`src/hw/rtl/pft_pkg.sv`:
```
`default_nettype none

package pft_pkg;

    // Register indexes of the configuration port
    localparam logic [7:0] CFG_NUM_VERTS = 8'd0;
    localparam logic [7:0] CFG_CLOCKWISE = 8'd1;

    // Face geometry
    localparam int MIN_TRI_CORNERS = 3;  // fewest corners that make a triangle
    localparam int FAN_FIRST       = 2;  // corner index of the first fan "cur"

    // Corner count field of a face command, wide enough for the default 64-corner face buffer
    localparam int CNT_W = 7;

    typedef struct packed {
        logic signed [31:0] corner_index;
        logic               face_end;
        logic               mesh_start;
    } t_in;

    typedef struct packed {
        logic [30:0] tri_first;
        logic [30:0] tri_second;
        logic [30:0] tri_third;
        logic        bad_face;
        logic        face_last;
    } t_out;

    // One finished face handed from the front to the back
    typedef struct packed {
        logic             bad;
        logic             bank;
        logic [CNT_W-1:0] count;
    } t_face_cmd;

    // Back tells the front a buffer bank is free again
    typedef struct packed {
        logic vld;
        logic bank;
    } t_done;

endpackage

`default_nettype wire

```
`src/hw/rtl/pft_face_queue.sv`:
```
`default_nettype none

module pft_face_queue (
    input  wire logic               i_clk,
    input  wire logic               i_rst_n,
    input  wire logic               i_push,
    input  wire pft_pkg::t_face_cmd i_cmd,
    input  wire logic               i_pop,
    output pft_pkg::t_face_cmd      o_cmd,
    output logic                    o_empty,
    output logic                    o_full
);
    import pft_pkg::*;

    t_face_cmd  r_slot [2];
    logic       r_wp;
    logic       r_rp;
    logic [1:0] r_cnt;

    assign o_cmd   = r_slot[r_rp];
    assign o_empty = (r_cnt == 2'd0);
    assign o_full  = (r_cnt == 2'd2);

    always_ff @(posedge i_clk) begin
        if (i_push) begin
            r_slot[r_wp] <= i_cmd;
        end
    end

    always_ff @(posedge i_clk) begin
        if (!i_rst_n) begin
            r_wp  <= 1'b0;
            r_rp  <= 1'b0;
            r_cnt <= '0;
        end else begin
            if (i_push) begin
                r_wp <= !r_wp;
            end
            if (i_pop) begin
                r_rp <= !r_rp;
            end
            case ({i_push, i_pop})
                2'b10:   r_cnt <= r_cnt + 2'd1;
                2'b01:   r_cnt <= r_cnt - 2'd1;
                default: r_cnt <= r_cnt;
            endcase
        end
    end

endmodule

`default_nettype wire

```
`config.mk`:
```
export PLATFORM = sky130hd
export DESIGN_NAME = pft_face_queue
export DESIGN_NICKNAME = d
export VERILOG_FILES = /design/src/hw/rtl/pft_pkg.sv /design/src/hw/rtl/pft_face_queue.sv
export SDC_FILE = /design/constraint.sdc
export NUM_CORES = 1
export LEC_CHECK = 0
export ABC_AREA = 0
export BUFFER_PORTS_ARGS = -buffer_cell sky130_fd_sc_hd__buf_2
export CAP_MARGIN = 40
export CORE_MARGIN = 2
export CORE_UTILIZATION = 44
export DETAILED_ROUTE_END_ITERATION = 10
export PLACE_DENSITY = 0.8
export SLEW_MARGIN = 0
export SYNTH_ARGS = -nofsm -noshare
export SYNTH_HDL_FRONTEND = slang
export SYNTH_SLANG_ARGS = --single-unit
export TNS_END_PERCENT = 10
```
`constraint.sdc`:
```
create_clock -name i_clk -period 1.2 [get_ports i_clk]
set_input_delay 0.36 -clock i_clk [delete_from_list [all_inputs] [get_ports i_clk]]
set_output_delay 0.36 -clock i_clk [all_outputs]
set_load 0.01 [all_outputs]
```
==> summary.txt <==
Final WS setup: -0.373 ns
all-layer global routing usage: 0.134
Syn Nets: 64
skew final: 0.00257 ns
post-detailed-route DRC marker count: 0
HP Start: i_cmd[8]
Worst IR Drop VDD: 696 uV
H-tree levels: 1
vias in the first global route: 477
fmax: 636 MHz
P&R area growth vs syn: 38.8%
Unique masters post-synth: 16
Period Utilization, post-route: 1.31
Placeable Area: 1900 um2
Top Ports: 24
final setup fails: 11
Comb power frac: 0.194
critical path peak fanout: 5
RR Endpoint: r_slot[1][6]
worst hold endpoint: r_slot[0][8]
1st-iter DRT viols: 0
net switching power: 356 uW
max cap viols: 0
GRT overflow: 0
total CTS buffers: 3
most common cell after layout, fill and taps aside: edfxtp_1
GPL Wtd Cong: 0.630
worst hold margin: 0.242 ns
Worst setup EP type: output port
nets@finish: 98
CP Data Required Time: 0.84 ns
Sequential Power Share: 0.592
layout cells sized above 1: 0.566
Reg2Reg Depth: 1
unrepaired setup endpoints after global routing: yes
drt pass-1 iters: 1
Pins Over Slew Limit: 0
hold buffers post-CTS: 0
Root Buffer: clkbuf_4
post-route cell area: 1200 um2
die area: 2330 um2
Worst setup SP type: flop
largest area contributor in the netlist: edfxtp_1
dpl cell area: 1060 um2
Max-slew headroom: 0.725
clock share of power: 0.214
R2R Path Start: r_wp
Clock Latency Late Sink: 0.29 ns
clk sink count: 23
uppermost routed layer: met4
die height: 48.3 um
Detailed Place HPWL: 974 um
commonest non-fill, non-tap cells in the layout: 18 x edfxtp_1, 13 x buf_2, 12 x buf_6
deepest clock path buffer count: 2
syn_area_per_cell: 17.3 um2
Hold Crit Depth: 1
Int Pwr: 1.24 mW
Worst-path clk slew: 0.12 ns
Avg WL per Cell: 13.0 um
Final min period: 1.57 ns
CTS tree: built
Vias: 488
pin count of the biggest net entering global routing: 13
Initial Util: 0.454
Slew @ Worst Pin: 0.412 ns
largest cells by area after synthesis: edfxtp_1 63%, mux2_2 12%, dfxtp_1 12%
Port Buffers: 23
n_diodes: 0
crit path DAT: 1.21 ns
FF-to-FF setup slack: 0.12 ns
first-pass GRT wire length: 2.08 mm
status: complete, but fails checks
DR WL met2: 760 um
top-area cell type share of the netlist area: 0.626
switch share: 0.224
power density cells: 1330 nW/um2
DRT Wirelength: 1.44 mm
vias per cell: 4.44
standard-cell row count: 16
Hold Crit Class: input pin to flop
failing checks: negative setup slack
die width: 48.3 um
WL met3: 62 um
CP Class: flop to output port
antenna-violating nets left: 0
total of warnings raised by yosys: 0
Lkg Pwr: 0.494 nW
Post-Syn Instances: 50
post-synthesis cell area: 863 um2
flops & latches, synth: 23
initial antenna violation count: 0
met1 wire length: 606 um
final hold vios: 0
sequential area share after synthesis: 0.742
==> per-layer routing <==
| layer | vias to the layer above | track usage |
|---|---|---|
| li1 | 246 | - |
| met1 | 227 | 0.159 |
| met2 | 13 | 0.234 |
| met3 | 2 | 0.0333 |
| met4 | 0 | 0.0486 |
| met5 | - | 0 |
==> worst max-delay path: stages (launching register included) <==
cell	delay, ns
dfxtp_2	0.36
buf_6	0.13
mux2_4	0.30
buf_6	0.12
==> cell families (layout without fill, tap and decap cells) <==
| family | Yosys count | after routing | share of synthesized area |
|---|---|---|---|
| flip-flops | 23 | 23 | 0.742 |
| multiplexers | 9 | 9 | 0.117 |
| AND/OR/NAND/NOR | 9 | 9 | 0.0623 |
| AO/OA/AOI/OAI | 3 | 3 | 0.0232 |
| XOR/XNOR | 3 | 3 | 0.0304 |
| buffers and inverters | 2 | 35 | 0.0101 |
| adder cells (fa/ha/maj) | 1 | 1 | 0.0145 |
==> power by group through the flow <==
stage	clock network, mW	registers, mW	logic (mW)
floorplan	0	0.945	0.131
global placement	0	0.949	0.226
detailed placement	0	0.951	0.233
CTS	0.349	0.939	0.310
global route	0.372	0.948	0.335
finish	0.341	0.942	0.309
==> registers in the layout, summed over array words and instances (netlist names), named ones only <==
name / cells
r_wp: 1
r_slot: 18
r_rp: 1
r_cnt: 2
==> cells in the mapped netlist, drive strengths merged <==
cell,n
inv,1
or3,1
xnor2,2
buf,1
ha,1
edfxtp,18
o21a,1
xor2,1
dfxtp,5
a21boi,1
and2b,1
and2,4
o21ai,1
nor2b,1
mux2,9
nor2,2
==> how the worst max path moves through the flow <==
stage	start	endpoint	slack, ns	cells after the start
final	flop	o_cmd[3]	-0.37	3
after global routing	flop	o_cmd[0]	-0.43	3
after CTS	flop	o_cmd[3]	-0.38	3
after detailed placement	i_push	r_cnt[1]	-0.16	5
after global placement	i_push	r_cnt[1]	-0.11	5
after floorplan	i_push	r_cnt[1]	-0.02	4
==> through the flow <==
step / util / setup slack (ns) / instances / setup TNS (ns) / power [mW]
floorplan: - / -0.0151 / 50 / -0.0952 / 1.08
global placement: 0.557 / -0.106 / 106 / -1.14 / 1.17
detailed placement: 0.557 / -0.155 / 106 / -1.40 / 1.18
CTS: 0.628 / -0.385 / 110 / -3.61 / 1.60
global route: 0.630 / -0.427 / 110 / -4.05 / 1.66
finish: 0.630 / -0.373 / 110 / -3.52 / 1.59
==> final cells by class <==
class	count	area, um2
inverters	1	3.75
multi-input cells	25	250
repair buffers	30	238
flip-flops and latches	23	647
clock buffers	4	26.3
fillers	159	703
well taps	27	33.8
==> repair_timing <==
item                       in CTS  in global routing
pin swaps                       0                  0
setup endpoints to repair      11                 11
resized for setup              24                  2
cloned                          0                  0
buffers inserted                0                  0
No activity file was read; power rests on OpenSTA's default activity.
